===== src/hw/rtl/dxf_pkg.sv =====
`default_nettype none

package dxf_pkg;

  // Default sizing of the block
  localparam int DEF_CHANNELS_PER_BUS  = 8;
  localparam int DEF_PACKET_DATA_BYTES = 12;
  localparam int DEF_CHANNEL_LIMIT     = 16;

  // Packet framing
  localparam int PREFIX_LEN = 4;

  // Field and register widths
  localparam int INDEX_W    = 9;
  localparam int LEVEL_W    = 8;
  localparam int FRAME_W    = 23;
  localparam int FAST_W     = 16;
  localparam int REFRESH_W  = 20;
  localparam int AGE_W      = 16;
  localparam int CFG_ADDR_W = 3;
  localparam int CFG_DATA_W = 23;

  // Item kinds on the input stream
  localparam logic FUNC_CHANNEL = 1'b0;
  localparam logic FUNC_TICK    = 1'b1;

  // Configuration register indexes
  localparam logic [CFG_ADDR_W-1:0] CFG_CLAMP_MAX     = 3'd0;
  localparam logic [CFG_ADDR_W-1:0] CFG_FAST_INTERVAL = 3'd1;
  localparam logic [CFG_ADDR_W-1:0] CFG_HOLDOFF_TIME  = 3'd2;
  localparam logic [CFG_ADDR_W-1:0] CFG_IDLE_INTERVAL = 3'd3;
  localparam logic [CFG_ADDR_W-1:0] CFG_ENABLE_HOLD   = 3'd4;

  // Reset values of the configuration registers
  localparam logic [LEVEL_W-1:0]   RST_CLAMP_MAX     = 8'd245;
  localparam logic [FAST_W-1:0]    RST_FAST_INTERVAL = 16'd575;
  localparam logic [FRAME_W-1:0]   RST_HOLDOFF_TIME  = 23'd5000000;
  localparam logic [REFRESH_W-1:0] RST_IDLE_INTERVAL = 20'd500000;
  localparam logic [AGE_W-1:0]     RST_ENABLE_HOLD   = 16'd5000;

  typedef enum logic [1:0] {
    ST_IDLE,
    ST_READ,
    ST_EMIT
  } dxf_state_t;

  typedef struct packed {
    logic [FAST_W-1:0]    fast_interval;
    logic [FRAME_W-1:0]   holdoff_time;
    logic [REFRESH_W-1:0] idle_interval;
    logic [AGE_W-1:0]     enable_hold;
  } dxf_timer_cfg_t;

  typedef struct packed {
    logic send;
    logic enable_a;
    logic enable_b;
  } dxf_ctrl_t;

  function automatic logic [LEVEL_W-1:0] prefix_byte(input logic [1:0] i);
    logic [LEVEL_W-1:0] b;
    case (i)
      2'd0:    b = 8'd149;
      2'd1:    b = 8'd1;
      2'd2:    b = 8'd250;
      default: b = 8'd0;
    endcase
    return b;
  endfunction

endpackage

`default_nettype wire


===== src/hw/rtl/dxf_ram.sv =====
`default_nettype none

module dxf_ram #(
  parameter int WIDTH = 8,
  parameter int DEPTH = 16
) (
  input  wire logic                     clk,
  input  wire logic                     we,
  input  wire logic [$clog2(DEPTH)-1:0] waddr,
  input  wire logic [WIDTH-1:0]         wdata,
  input  wire logic [$clog2(DEPTH)-1:0] raddr,
  output logic      [WIDTH-1:0]         rdata
);

  logic [WIDTH-1:0] mem [DEPTH];

  always_ff @(posedge clk) begin
    if (we) begin
      mem[waddr] <= wdata;
    end
    rdata <= mem[raddr];
  end

endmodule

`default_nettype wire


===== src/hw/rtl/dxf_timers.sv =====
`default_nettype none

module dxf_timers
  import dxf_pkg::*;
(
  input  wire logic           clk,
  input  wire logic           rst,
  input  wire dxf_timer_cfg_t cfg,
  input  wire logic           tick,
  input  wire logic           frame_mark,
  output dxf_ctrl_t           ctrl
);

  logic                 changed, changed_next;
  logic [FRAME_W-1:0]   since_frame, since_frame_next;
  logic [FAST_W-1:0]    since_fast, since_fast_next;
  logic [REFRESH_W-1:0] since_refresh, since_refresh_next;
  logic                 on_a, on_a_next, on_b, on_b_next;
  logic [AGE_W-1:0]     age_a, age_a_next, age_b, age_b_next;

  logic [FRAME_W-1:0]   frame_inc;
  logic [FAST_W-1:0]    fast_inc;
  logic [REFRESH_W-1:0] refresh_inc;
  logic [AGE_W-1:0]     age_a_inc, age_b_inc;
  logic                 fast_mode, send_now;

  always_comb begin
    // saturating advance of every tick counter
    frame_inc   = (since_frame == '1) ? since_frame : since_frame + 1'b1;
    fast_inc    = (since_fast == '1) ? since_fast : since_fast + 1'b1;
    refresh_inc = (since_refresh == '1) ? since_refresh : since_refresh + 1'b1;
    age_a_inc   = (age_a == '1) ? age_a : age_a + 1'b1;
    age_b_inc   = (age_b == '1) ? age_b : age_b + 1'b1;

    fast_mode = changed || (frame_inc < cfg.holdoff_time);
    send_now  = fast_mode ? (fast_inc >= cfg.fast_interval)
                          : (refresh_inc >= cfg.idle_interval);

    changed_next       = changed;
    since_frame_next   = since_frame;
    since_fast_next    = since_fast;
    since_refresh_next = since_refresh;
    on_a_next          = on_a;
    on_b_next          = on_b;
    age_a_next         = age_a;
    age_b_next         = age_b;

    if (tick) begin
      since_frame_next   = frame_inc;
      since_fast_next    = fast_inc;
      since_refresh_next = refresh_inc;
      age_a_next         = age_a_inc;
      age_b_next         = age_b_inc;
      if (send_now) begin
        if (fast_mode) begin
          changed_next = 1'b0;
        end
        since_fast_next    = '0;
        since_refresh_next = '0;
        on_a_next          = 1'b1;
        on_b_next          = 1'b1;
        age_a_next         = '0;
        age_b_next         = '0;
      end
      // drop check runs after a possible send
      if (on_a_next && (age_a_next >= cfg.enable_hold)) begin
        on_a_next = 1'b0;
      end
      if (on_b_next && (age_b_next >= cfg.enable_hold)) begin
        on_b_next = 1'b0;
      end
    end

    if (frame_mark) begin
      changed_next     = 1'b1;
      since_frame_next = '0;
    end

    ctrl.send     = tick && send_now;
    ctrl.enable_a = on_a_next;
    ctrl.enable_b = on_b_next;
  end

  always_ff @(posedge clk) begin
    if (rst) begin
      changed       <= 1'b0;
      since_frame   <= '0;
      since_fast    <= '0;
      since_refresh <= '0;
      on_a          <= 1'b0;
      on_b          <= 1'b0;
      age_a         <= '0;
      age_b         <= '0;
    end else begin
      changed       <= changed_next;
      since_frame   <= since_frame_next;
      since_fast    <= since_fast_next;
      since_refresh <= since_refresh_next;
      on_a          <= on_a_next;
      on_b          <= on_b_next;
      age_a         <= age_a_next;
      age_b         <= age_b_next;
    end
  end

endmodule

`default_nettype wire


===== src/hw/rtl/dmx_to_dual_bus_packet_framer.sv =====
`default_nettype none

// DMX to dual bus packet framer. The input stream carries DMX channel levels
// (s_tuser low) and one-microsecond ticks (s_tuser high). Channels below
// CHANNELS_PER_BUS land in bus A's levels, the next CHANNELS_PER_BUS in bus
// B's, each clamped to clamp_max; channels at CHANNEL_LIMIT and above are
// dropped, and s_tlast on a channel item marks a frame end. Every input item
// yields results on the output stream ending with m_tlast high. A channel item
// or a tick that does not send yields one status result (m_tuser bit 0 low)
// carrying the driver enable levels. A sending tick yields a packet of
// PACKET_DATA_BYTES + 5 bytes for bus A and then one for bus B: prefix
// 149,1,250,0, the data bytes, and a checksum mod 256 flagged by m_tuser bit 2.
// A channel item or a non-sending tick is taken whenever the output register
// is free. A sending tick then steps each byte through a read state and an
// emit state, set by the level memory's registered read port; no input is
// taken until the last byte is latched, and output stalls hold the emit
// state. The levels live in a small RAM with one valid flip-flop per entry,
// so reset needs no clearing pass.
// Configuration writes are accepted in every cycle.

module dmx_to_dual_bus_packet_framer
  import dxf_pkg::*;
#(
  parameter int CHANNELS_PER_BUS  = DEF_CHANNELS_PER_BUS,
  parameter int PACKET_DATA_BYTES = DEF_PACKET_DATA_BYTES,
  parameter int CHANNEL_LIMIT     = DEF_CHANNEL_LIMIT
) (
  input  wire logic                  clk,
  input  wire logic                  rst,
  // input stream
  input  wire logic                  s_tvalid,
  output logic                       s_tready,
  input  wire logic [23:0]           s_tdata,   // channel_index[8:0], channel_value[16:9], zero
  input  wire logic                  s_tuser,   // func
  input  wire logic                  s_tlast,   // frame_end
  // output stream
  output logic                       m_tvalid,
  input  wire logic                  m_tready,
  output logic      [15:0]           m_tdata,   // byte_position[4:0], byte_value[12:5],
                                                // enable_a[13], enable_b[14], zero[15]
  output logic      [2:0]            m_tuser,   // byte_valid[0], bus_select[1], packet_end[2]
  output logic                       m_tlast,   // run_end
  // configuration write channel
  input  wire logic                  cfg_valid,
  output logic                       cfg_ready,
  input  wire logic [CFG_ADDR_W-1:0] cfg_addr,
  input  wire logic [CFG_DATA_W-1:0] cfg_data
);

  localparam int LEVEL_DEPTH = 2 * CHANNELS_PER_BUS;
  localparam int LEVEL_AW    = $clog2(LEVEL_DEPTH);
  localparam int PACKET_LEN  = PREFIX_LEN + PACKET_DATA_BYTES + 1;
  localparam int POS_W       = $clog2(PACKET_LEN + 1);
  localparam logic [POS_W-1:0] LAST_POS = POS_W'(PACKET_LEN - 1);

  // configuration registers
  logic [LEVEL_W-1:0] clamp_max;
  dxf_timer_cfg_t     tcfg;

  assign cfg_ready = 1'b1;

  always_ff @(posedge clk) begin
    if (rst) begin
      clamp_max          <= RST_CLAMP_MAX;
      tcfg.fast_interval <= RST_FAST_INTERVAL;
      tcfg.holdoff_time  <= RST_HOLDOFF_TIME;
      tcfg.idle_interval <= RST_IDLE_INTERVAL;
      tcfg.enable_hold   <= RST_ENABLE_HOLD;
    end else if (cfg_valid) begin
      unique case (cfg_addr)
        CFG_CLAMP_MAX:     clamp_max          <= cfg_data[LEVEL_W-1:0];
        CFG_FAST_INTERVAL: tcfg.fast_interval <= cfg_data[FAST_W-1:0];
        CFG_HOLDOFF_TIME:  tcfg.holdoff_time  <= cfg_data[FRAME_W-1:0];
        CFG_IDLE_INTERVAL: tcfg.idle_interval <= cfg_data[REFRESH_W-1:0];
        CFG_ENABLE_HOLD:   tcfg.enable_hold   <= cfg_data[AGE_W-1:0];
        default: ;  // writes beyond the register list are dropped
      endcase
    end
  end

  // input fields
  logic [INDEX_W-1:0] in_index;
  logic [LEVEL_W-1:0] in_value, clamped;
  logic               idx_in_range;

  assign in_index     = s_tdata[8:0];
  assign in_value     = s_tdata[16:9];
  assign clamped      = (in_value > clamp_max) ? clamp_max : in_value;
  assign idx_in_range = (in_index < INDEX_W'(CHANNEL_LIMIT)) &&
                        (in_index < INDEX_W'(LEVEL_DEPTH));

  // timer and send decision
  logic      tick, frame_mark;
  dxf_ctrl_t ctrl;

  dxf_timers u_timers (
    .clk        (clk),
    .rst        (rst),
    .cfg        (tcfg),
    .tick       (tick),
    .frame_mark (frame_mark),
    .ctrl       (ctrl)
  );

  // level memory: bus A at 0..N-1, bus B at N..2N-1, so the channel is the address
  logic                ram_we;
  logic [LEVEL_AW-1:0] wr_addr, rd_addr;
  logic [LEVEL_W-1:0]  rd_data;
  logic [LEVEL_DEPTH-1:0] lvl_set;
  logic                lvl_ok;

  assign wr_addr = in_index[LEVEL_AW-1:0];

  dxf_ram #(
    .WIDTH (LEVEL_W),
    .DEPTH (LEVEL_DEPTH)
  ) u_levels (
    .clk   (clk),
    .we    (ram_we),
    .waddr (wr_addr),
    .wdata (clamped),
    .raddr (rd_addr),
    .rdata (rd_data)
  );

  // an entry never written reads as zero
  always_ff @(posedge clk) begin
    if (rst) begin
      lvl_set <= '0;
    end else if (ram_we) begin
      lvl_set[wr_addr] <= 1'b1;
    end
  end

  always_ff @(posedge clk) begin
    lvl_ok <= lvl_set[rd_addr];
  end

  // packet sequencer
  dxf_state_t         state, state_next;
  logic               bus, bus_next;
  logic [POS_W-1:0]   pos, pos_next;
  logic [LEVEL_W-1:0] sum, sum_next;
  logic [POS_W-1:0]   data_idx;
  logic               in_data;
  logic [LEVEL_W-1:0] byte_val;

  // output register
  logic               out_free, load;
  logic               ld_valid, ld_bus, ld_pend, ld_ena, ld_enb, ld_last;
  logic [4:0]         ld_pos;
  logic [LEVEL_W-1:0] ld_val;

  assign out_free = !m_tvalid || m_tready;
  assign data_idx = pos - POS_W'(PREFIX_LEN);
  assign in_data  = (pos >= POS_W'(PREFIX_LEN)) && (pos < LAST_POS) &&
                    (data_idx < POS_W'(CHANNELS_PER_BUS));

  always_comb begin
    rd_addr = '0;
    if (in_data) begin
      rd_addr = bus ? LEVEL_AW'(data_idx) + LEVEL_AW'(CHANNELS_PER_BUS)
                    : LEVEL_AW'(data_idx);
    end
  end

  always_comb begin
    if (pos < POS_W'(PREFIX_LEN)) begin
      byte_val = prefix_byte(pos[1:0]);
    end else if (pos == LAST_POS) begin
      byte_val = sum;
    end else if (in_data && lvl_ok) begin
      byte_val = rd_data;
    end else begin
      byte_val = '0;
    end
  end

  always_ff @(posedge clk) begin
    if (rst) begin
      state <= ST_IDLE;
    end else begin
      state <= state_next;
    end
  end

  always_ff @(posedge clk) begin
    bus <= bus_next;
    pos <= pos_next;
    sum <= sum_next;
  end

  always_comb begin
    state_next = state;
    bus_next   = bus;
    pos_next   = pos;
    sum_next   = sum;
    s_tready   = 1'b0;
    ram_we     = 1'b0;
    tick       = 1'b0;
    frame_mark = 1'b0;
    load       = 1'b0;
    ld_valid   = 1'b0;
    ld_bus     = 1'b0;
    ld_pos     = '0;
    ld_val     = '0;
    ld_pend    = 1'b0;
    ld_ena     = ctrl.enable_a;
    ld_enb     = ctrl.enable_b;
    ld_last    = 1'b1;

    unique case (state)
      ST_IDLE: begin
        s_tready = out_free;
        if (s_tvalid && out_free) begin
          if (s_tuser == FUNC_TICK) begin
            tick = 1'b1;
            if (ctrl.send) begin
              // start with bus A, hold status until the packets are out
              state_next = ST_READ;
              bus_next   = 1'b0;
              pos_next   = '0;
              sum_next   = '0;
            end else begin
              load = 1'b1;
            end
          end else begin
            ram_we     = idx_in_range;
            frame_mark = s_tlast;
            load       = 1'b1;
          end
        end
      end
      ST_READ: begin
        // level read is in flight for the current position
        state_next = ST_EMIT;
      end
      ST_EMIT: begin
        if (out_free) begin
          load     = 1'b1;
          ld_valid = 1'b1;
          ld_bus   = bus;
          ld_pos   = 5'(pos);
          ld_val   = byte_val;
          ld_pend  = (pos == LAST_POS);
          ld_ena   = 1'b1;
          ld_enb   = 1'b1;
          ld_last  = (pos == LAST_POS) && bus;
          sum_next = sum + byte_val;
          if (pos == LAST_POS) begin
            if (bus) begin
              state_next = ST_IDLE;
            end else begin
              bus_next   = 1'b1;
              pos_next   = '0;
              sum_next   = '0;
              state_next = ST_READ;
            end
          end else begin
            pos_next   = pos + 1'b1;
            state_next = ST_READ;
          end
        end
      end
      default: state_next = ST_IDLE;
    endcase
  end

  // output register: fills on load, drains on tready
  always_ff @(posedge clk) begin
    if (rst) begin
      m_tvalid <= 1'b0;
    end else if (load) begin
      m_tvalid <= 1'b1;
    end else if (m_tready) begin
      m_tvalid <= 1'b0;
    end
  end

  always_ff @(posedge clk) begin
    if (load) begin
      m_tdata <= {1'b0, ld_enb, ld_ena, ld_val, ld_pos};
      m_tuser <= {ld_pend, ld_bus, ld_valid};
      m_tlast <= ld_last;
    end
  end

endmodule

`default_nettype wire

===== config.mk =====
export PLATFORM = sky130hd
export DESIGN_NAME = dmx_to_dual_bus_packet_framer
export DESIGN_NICKNAME = d
export VERILOG_FILES = /design/src/hw/rtl/dxf_pkg.sv /design/src/hw/rtl/dxf_ram.sv /design/src/hw/rtl/dxf_timers.sv /design/src/hw/rtl/dmx_to_dual_bus_packet_framer.sv
export SDC_FILE = /design/constraint.sdc
export NUM_CORES = 1
export LEC_CHECK = 0
export BUFFER_PORTS_ARGS = -buffer_cell sky130_fd_sc_hd__buf_2
export CAP_MARGIN = 10
export CORE_ASPECT_RATIO = 0.8
export CORE_UTILIZATION = 30
export CTS_CLUSTER_DIAMETER = 200
export DETAILED_ROUTE_END_ITERATION = 12
export PLACE_DENSITY = 0.43
export SYNTH_ARGS = -nofsm -noshare
export SYNTH_HDL_FRONTEND = slang
export SYNTH_HIERARCHICAL = 1
export SYNTH_SLANG_ARGS = --single-unit

===== constraint.sdc =====
create_clock -name clk -period 11.59 [get_ports clk]
set_input_delay 2.318 -clock clk [delete_from_list [all_inputs] [get_ports clk]]
set_output_delay 2.318 -clock clk [all_outputs]
set_load 0.03 [all_outputs]

==> results.yml <==
min_path:
  min_to: "tcfg[6]"
  worstHoldPathCells: 2
  min_from: "tcfg[6]"
  worstHoldPathType: "reg -> reg"
floorplan:
  die_h_um: 227
  die-width_um: 283
  ioPinCount: 80
  initial_utilization: 0.303
  rows: 82
  core_area_um2: 62600
  dieArea_um2: 64300
power_and_ir_drop:
  seqPwrFrac: 0.474
  switchingPower_uw: 675
  p_leak_uw: 0.00820
  p_clk_frac: 0.480
  irDropWorstVdd_uv: 98.5
  p_comb_frac: 0.046
  cellPowerDensity_nw_per_um2: 134
  swShare: 0.234
  internal_power_uw: 2220
sta:
  rsz0062_at_grt: "false"
  hold_viol_final: 0
  setup-violations-final: 0
  final.period_utilization: 0.615
  slew_violations: 0
  fmax_mhz: 140
  fin_crit_ns: 7.12
  worst_slew_margin_rel: 0.315
  setup_tns_ns: 0
  skew_ns: 0.0212
  tightest_slew_ns: 1.02
detailed_routing:
  vias_per_cell: 4.96
  num_vias: 14030
  first_pass_iters: 7
  drc: 0
  ant_nets: 0
  wl_um: 51300
  drt_iter0_drc: 769
  wl_per_cell_um: 18.1
synth:
  ys_types: 75
  syn_avg_cell_area_um2: 9.89
  ys_seq_area_frac: 0.471
  synth_ff_type: "dfxtp_1"
  synthesis.nets: 2095
  synthArstFlopShare: 0
  ys_ff_latch: 366
  synth_area_um2: 19000
  synth_edf_count: 161
  yosys_warnings: 6
  netlist_instances: 1918
cts:
  insertion_delay_ns: 0.58
  cts_resized: 0
  cts_hold_buf: 0
  cts.clk_slew.worst_paths_ns: 0.06
  htreeDepth: 2
  cts_buffers: 43
  cts_setup_buffers: 0
  clock_path_buffers: 3
  clock_sinks: 366
  clock-root-buffer: "clkbuf_16"
  cts_tree: "built"
global_route:
  antenna_found_initial: 2
  grt_pass1_wl_um: 79900
  grt_pass1_vias: 13713
  grt_max_degree: 75
  grt_usage: 0.160
  overflow: 0
placement:
  dp_hpwl_um: 35300
  port_buffers: 70
  gp_congestion: 0.809
  dp.cells: 2750
flow_run:
  cap_violations: 0
outcome:
  outcome: "complete, no violations"
critical_path:
  end_kind: "flip-flop"
  path_max_fanout: 27
  rrSetupSlack_ns: 4.47
  reg2reg_depth: 24
  startpoint_type: "flip-flop"
  rr_endpoint: "m_tdata[14]"
  timing.rr.start: "u_timers/since_fast[4]"
  arrival_ns: 7.44
  worstPathRequired_ns: 11.91
  path_class: "reg -> reg"
finish:
  fill_cells: 6463
  syn_to_final_growth_pct: 13.4
  drive_above_1_share: 0.110
  diodes: 0
  nets: 2132
  fin_cells: 2828
[synthesized netlist by cell type (19+ instances only)]
library cell  instances  area share
clkbuf_1             60       0.012
nand2_1             268       0.053
inv_1               127       0.025
nand3_1              68       0.018
ha_1                119       0.078
xor2_1               46       0.021
dfxtp_1             205        0.22
nand3b_1             35       0.014
nor2_1              136       0.027
edfxtp_1            161        0.25
xnor2_1              45       0.021
o21ai_0              34      0.0090
nor3_1               47       0.012
a21oi_1             122       0.032
a22o_1               29       0.013
and3_1               19      0.0063
nand4_1              42       0.014
[flip-flops by register name, summed over array words and instances (netlist names), 15 cells and up]
name and count:
lvl_set 16, m_tdata 15, tcfg 75, u_levels/mem 128
u_timers/age_a 16, u_timers/age_b 16, u_timers/since_fast 16, u_timers/since_frame 23
u_timers/since_refresh 20
[how the worst max path moves through the flow]
stage | from | endpoint | slack [ns] | cells past startpoint
global route | u_timers/since_fast[4] | m_tdata[14] | 3.92 | 24
detailed placement | u_timers/since_fast[4] | m_tdata[14] | 4.46 | 24
finish | u_timers/since_fast[4] | m_tdata[14] | 4.47 | 24
global placement | u_timers/since_fast[4] | m_tdata[14] | 4.46 | 24
CTS | u_timers/since_fast[4] | m_tdata[14] | 4.39 | 24
floorplan | u_timers/since_frame[0] | m_tdata[13] | 5.57 | 28
[cell families after synthesis]
family | after synthesis | share of synthesized area
AOI/OAI and AO/OA | 342 | 0.119
DFF | 366 | 0.471
buffers and inverters | 222 | 0.0486
other | 2 | 0.000396
adders and majority gates | 120 | 0.0795
xor gates and xnor gates | 91 | 0.0420
muxes | 57 | 0.0549
and+or+nand+nor | 718 | 0.184
[layer usage]
metal / share of wire / global-route usage / vias to the layer above
li1: - / - / 6978
met3: 0.037 / 0.0244 / 63
met2: 0.42 / 0.243 / 204
met4: 0.020 / 0.0441 / 4
met5: 0.00053 / 0 / -
met1: 0.52 / 0.234 / 6781
[critical path: stages, from the launching register on]
cell	delay, ns
dfxtp_1	0.49
and2_1	0.20
nand4_1	0.22
nor3_1	0.45
nand4_1	0.38
and4_1	0.45
nand4_1	0.14
xnor2_1	0.17
ha_1	0.30
a2111oi_0	0.44
o21ai_0	0.17
a211oi_1	0.72
mux2_2	0.58
buf_4	0.42
nand2_1	0.10
ha_1	0.29
inv_1	0.03
a21boi_0	0.13
o21ai_0	0.10
a21oi_1	0.16
nor3_1	0.07
o221ai_1	0.21
o211a_1	0.28
nor2_1	0.07
or2_2	0.29
[final cells by class]
| class | instances | area, µm² | share of cell area |
|---|---|---|---|
| clock inverters | 18 | 231 | 0.0108 |
| repair buffers | 87 | 480 | 0.0223 |
| well taps | 840 | 1050 | 0.0488 |
| clock buffers | 60 | 1200 | 0.0557 |
| flip-flops and latches | 366 | 8940 | 0.415 |
| inverters | 127 | 477 | 0.0221 |
| multi-input cells | 1330 | 9150 | 0.425 |
[stage by stage]
step	hold slack (ns)	instance area (µm²)	power [µW]	worst slack, ns	utilization
3_3_place_gp	0.443	20100	1530	4.46	0.321
2_1_floorplan	0.436	19000	1470	5.57	-
3_5_place_dp	0.448	20100	1530	4.46	0.321
5_1_grt	0.470	21500	3000	3.92	0.344
6_report	0.454	21500	2890	4.47	0.344
4_1_cts	0.456	21500	2940	4.39	0.344
[power by group through the flow]
stage	clock network (µW)	logic, µW	registers, µW
after CTS	1430	136	1370
after global placement	0	133	1400
after floorplan	0	71.3	1400
after global routing	1480	148	1370
final	1390	133	1370
after detailed placement	0	135	1400
[layout by cell type (no fill, tap or decap), drive strengths merged, types with 15 or more instances in the layout]
master and instances:
nand2 268, dfxtp 205, edfxtp 161, nor2 136
inv 129, a21oi 123, ha 119, buf 87
nand3 68, clkbuf 60, nor3 47, xor2 46
xnor2 45, nand4 43, o21ai 37, nand3b 35
mux4 32, a22o 29, o22ai 22, and3 19
a211oi 19, and2 17, a22oi 17, a21o 16
mux2 15, a31oi 15, or4 15
No activity file was read; power rests on OpenSTA's default activity.
